[src/rtl/msp_pkg.sv]
`timescale 1ns / 1ps
// ----------------------------------------------------------------------------
// Speed smoother package
// Shared types and constants of the speed smoother and PWM unit.
// ----------------------------------------------------------------------------
package msp_pkg;

    localparam int unsigned DIV_W = 48;
    localparam int unsigned DEN_W = 33;
    localparam logic [16:0] ONE_Q = 17'd65536;
    localparam logic [15:0] RECIP3 = 16'd43691;

    localparam logic [1:0] REG_PERIOD = 2'd0;
    localparam logic [1:0] REG_QNOISE = 2'd1;
    localparam logic [1:0] REG_RNOISE = 2'd2;
    localparam logic [1:0] REG_REVDIR = 2'd3;

    localparam logic [16:0] RST_PERIOD = 17'd1000;
    localparam logic [31:0] RST_QNOISE = 32'd6554;
    localparam logic [31:0] RST_RNOISE = 32'd65536;

    typedef struct packed {
        logic [16:0] period;
        logic [31:0] qnoise;
        logic [31:0] rnoise;
        logic        revdir;
    } msp_cfg_t;

    typedef struct packed {
        logic load_cmd;
        logic div_k_start;
        logic kal_mul;
        logic kal_commit;
        logic avg_calc;
        logic win_update;
        logic mean_mul;
        logic mean_fin;
        logic out_load;
    } msp_cmd_t;

    typedef struct packed {
        logic div_done;
        logic out_full;
    } msp_stat_t;

endpackage

[src/rtl/msp_ctrl.sv]
`timescale 1ns / 1ps
// ----------------------------------------------------------------------------
// Speed smoother controller
// Sequences one command beat through the datapath steps.
// ----------------------------------------------------------------------------
module msp_ctrl
(
    input  logic                clk,
    input  logic                rst_n,
    input  logic                in_valid,
    output logic                in_ready,
    output msp_pkg::msp_cmd_t   cmd,
    input  msp_pkg::msp_stat_t  stat
);

    localparam logic [3:0] S_IDLE   = 4'd0;
    localparam logic [3:0] S_KSTART = 4'd1;
    localparam logic [3:0] S_KWAIT  = 4'd2;
    localparam logic [3:0] S_MUL    = 4'd3;
    localparam logic [3:0] S_COMMIT = 4'd4;
    localparam logic [3:0] S_AVG    = 4'd5;
    localparam logic [3:0] S_WIN    = 4'd6;
    localparam logic [3:0] S_MMUL   = 4'd7;
    localparam logic [3:0] S_MFIN   = 4'd8;
    localparam logic [3:0] S_OUT    = 4'd9;

    logic [3:0] state_reg, state_next;

    always_comb
    begin
        state_next = state_reg;
        cmd        = '0;
        in_ready   = 1'b0;
        case (state_reg)
            S_IDLE:
            begin
                in_ready = 1'b1;
                if (in_valid)
                begin
                    cmd.load_cmd = 1'b1;
                    state_next   = S_KSTART;
                end
            end
            S_KSTART:
            begin
                cmd.div_k_start = 1'b1;
                state_next      = S_KWAIT;
            end
            S_KWAIT:
            begin
                if (stat.div_done)
                begin
                    state_next = S_MUL;
                end
            end
            S_MUL:
            begin
                cmd.kal_mul = 1'b1;
                state_next  = S_COMMIT;
            end
            S_COMMIT:
            begin
                cmd.kal_commit = 1'b1;
                state_next     = S_AVG;
            end
            S_AVG:
            begin
                cmd.avg_calc = 1'b1;
                state_next   = S_WIN;
            end
            S_WIN:
            begin
                cmd.win_update = 1'b1;
                state_next     = S_MMUL;
            end
            S_MMUL:
            begin
                cmd.mean_mul = 1'b1;
                state_next   = S_MFIN;
            end
            S_MFIN:
            begin
                cmd.mean_fin = 1'b1;
                state_next   = S_OUT;
            end
            S_OUT:
            begin
                if (!stat.out_full)
                begin
                    cmd.out_load = 1'b1;
                    state_next   = S_IDLE;
                end
            end
            default:
            begin
                state_next = S_IDLE;
            end
        endcase
    end

    always_ff @(posedge clk or negedge rst_n)
    begin
        if (!rst_n)
        begin
            state_reg <= S_IDLE;
        end
        else
        begin
            state_reg <= state_next;
        end
    end

endmodule

[config.mk]
export PLATFORM = sky130hd
export DESIGN_NAME = msp_ctrl
export DESIGN_NICKNAME = d
export VERILOG_FILES = /design/src/rtl/msp_pkg.sv /design/src/rtl/msp_ctrl.sv
export SDC_FILE = /design/constraint.sdc
export NUM_CORES = 1
export LEC_CHECK = 0
export ABC_AREA = 1
export BUFFER_PORTS_ARGS = -buffer_cell sky130_fd_sc_hd__buf_2
export CAP_MARGIN = 20
export CORE_AREA = 2 2 39 41
export DETAILED_ROUTE_END_ITERATION = 8
export DIE_AREA = 0 0 41 43
export GPL_ROUTABILITY_DRIVEN = 0
export SLEW_MARGIN = 20
export SYNTH_ARGS = -nofsm -noshare
export SYNTH_HDL_FRONTEND = slang
export SYNTH_SLANG_ARGS = --single-unit
[constraint.sdc]
create_clock -name clk -period 1.3 [get_ports clk]
set_clock_uncertainty 0.15 [all_clocks]
set_input_delay 0.26 -clock clk [delete_from_list [all_inputs] [get_ports clk]]
set_output_delay 0.26 -clock clk [all_outputs]
set_load 0.01 [all_outputs]
==> results.cfg <==
[run_status]
status = finished with violations
violations = negative setup slack

[min_path]
hold_path.startpoint = stat[0]
hold_path_end = state_reg[3]
hp-class = primary input to flip-flop
min_path_cells = 3

[place]
place_area_um2 = 443
io_buffer_count = 14
place_ws_ns = -0.0643
dp.cells = 82
dpl.hpwl_um = 559

[critical_path]
path_cells = inv_2 > nor2_2 > inv_2 > nor3_2 > buf_2
r2r-end = state_reg[0]
cp_data_required_time_ns = 0.89
worstPathArrival_ns = 1.14
cp-startpoint = state_reg[2]
critical-path-slowest-cell = dfrtp_1
regToRegSetupSlack_ns = 0
crit_path_end_kind = output port
rr_startpoint = state_reg[3]
start_kind = flip-flop
crit_fanout = 5
rr_worst_depth = 6
critPathKind = flip-flop to output port
max_stage_delay_ns = 0.40
cp_common_cell = inv_2

[floorplanning]
fp.dieW_um = 41
core-area_mm2 = 0.00138
die_area_mm2 = 0.00176
io_pins = 15
die_h_um = 43
start_util_pct = 21.9
rows = 14

[power_and_ir_drop]
ir_drop_v = 0.000848
p_per_area_mw_per_mm2 = 2500
p_leak_nw = 0.315

[clock_tree]
cts_max_level = 1
clkTransAtPathRegs_ns = 0.04
numClockSinks = 4
clkLatencyLatePin_ns = 0.23
cts_buffer_depth = 2
cts_root_buf = clkbuf_4
tritoncts = done
numCtsBuffers = 3

[sta]
relSlewSlack_pct = 86.5
finalCriticalPeriod_ns = 1.55
fin_crit_sh_pct = 119
rsz0062_at_grt = yes
final_hold_viol_count = 0
worst_pin_slew_ns = 0.203
finalMaxSlewViolations = 0
max_freq_mhz = 644
setup_slack_ns = -0.253
setup_viol = 11

[yosys]
ys_types = 12
synth_area_leader_cell = dfrtp_1
synth_cells = 46
netlist_area_um2 = 303
syn-num-nets = 51
synthTopCellsByArea = dfrtp_1 (33%), nor2_2 (14%), inv_1 (12%)
ys.warnings.count = 0
ys_ff_latch = 4
synth_top_area_share_pct = 33.1
ys_seq_area_share_pct = 33.1
syn_area_per_cell_um2 = 6.58

[final_layout]
area_delta_synth_final_pct = 76.9
final_nets = 83
n_antenna_cell = 0
fin_area_um2 = 536
multi_input_area_um2 = 175
fin_cells = 92
largest_reg_flops = 4
drive_gt1_share_pct = 64.5
seq_area_um2 = 103
final_core_util_pct = 38.7
filler_cell_count = 154

[routing]
drt_first_pass_iters = 2
vias_per_cell = 3.99
wl_per_cell_um = 7.78
antenna_left = 0
drc = 0
vias = 367
drt_wl_total_um = 716
drt-initial-drc-count = 3

[global_route]
gr-total-overflow = 0
grt_use_total_pct = 10.3
grt_pass1_vias = 334
grt_start_max_net_pins = 6
antenna_found_initial = 0
grt_pass1_wl_um = 1200

[flow_run]
cap_violations = 0
layer usage:
layer / wire length, um / global-route usage, % / part of all wire [%] / vias to the layer above
met4: 0 / 8.00 / 0 / 0
met5: 0 / 0 / 0 / -
met2: 344 / 15.3 / 48 / 9
li1: - / - / - / 197
met3: 44 / 1.57 / 6.1 / 0
met1: 328 / 12.4 / 46 / 161
worst max path at each step:
stage / to / slack, ns / cells after the start
2_1_floorplan: cmd[3] / 0.002 / 3
3_3_place_gp: cmd[3] / -0.08 / 5
3_5_place_dp: cmd[3] / -0.06 / 4
4_1_cts: cmd[3] / -0.25 / 5
5_1_grt: cmd[3] / -0.33 / 5
6_report: cmd[3] / -0.25 / 5
critical path: cells and delay by family (launching register included):
family,cells,cell delay [ns]
simple gates,2,0.22
flops,1,0.40
buf+inv,3,0.29
layout by cell type, fill, tap and decap left out, types with 2 or more instances in the layout:
cell type	synthesis	final
nand2_1	5	5
inv_1	10	7
nor2_2	7	7
inv_2	2	5
clkbuf_4	0	3
buf_2	0	14
dfrtp_1	4	2
nand3_1	3	3
buf_4	0	12
dfrtp_2	0	2
nor2_1	8	7
nor3_2	0	2
synthesized netlist by cell type, drive strengths merged:
cell    count
nor3        3
nand3       4
o21bai      2
dfrtp       4
nor2       15
inv        12
nand2       6
cell families after synthesis:
family | share of synthesized area [%]
simple gates | 45.9
buf+inv | 14.9
flops | 33.1
compound gates | 6.20
what timing repair did:
action                                  CTS  global route
buffers inserted                          6             0
endpoints found under the setup margin   10            11
resized for setup                         8             0
hold buffers                              1             0
hold endpoints to repair                  4             0
pin swaps                                 4             2
power breakdown:
part           leakage, nW  total, mW  internal [mW]  switching [mW]
sequential          0.0470      0.295          0.195           0.100
combinational        0.255      0.893          0.454           0.439
clock               0.0138      0.149          0.103          0.0464
cell type report:
type / count / area share [%]
clock buffer: 3 / 4.21
multi-input combinational: 30 / 32.7
tap: 16 / 3.74
timing repair buffer: 27 / 31.8
inverter: 12 / 8.41
sequential: 4 / 19.2
stage by stage:
step	hold slack [ns]	setup TNS [ns]	total power [mW]
4_1_cts	0.177	-2.29	1.35
6_report	0.182	-2.24	1.34
2_1_floorplan	-0.186	0	0.697
3_3_place_gp	-0.0834	-0.135	1.01
3_5_place_dp	-0.0829	-0.180	1.00
5_1_grt	0.205	-3.09	1.46
Power figures use the tool's default switching activity.
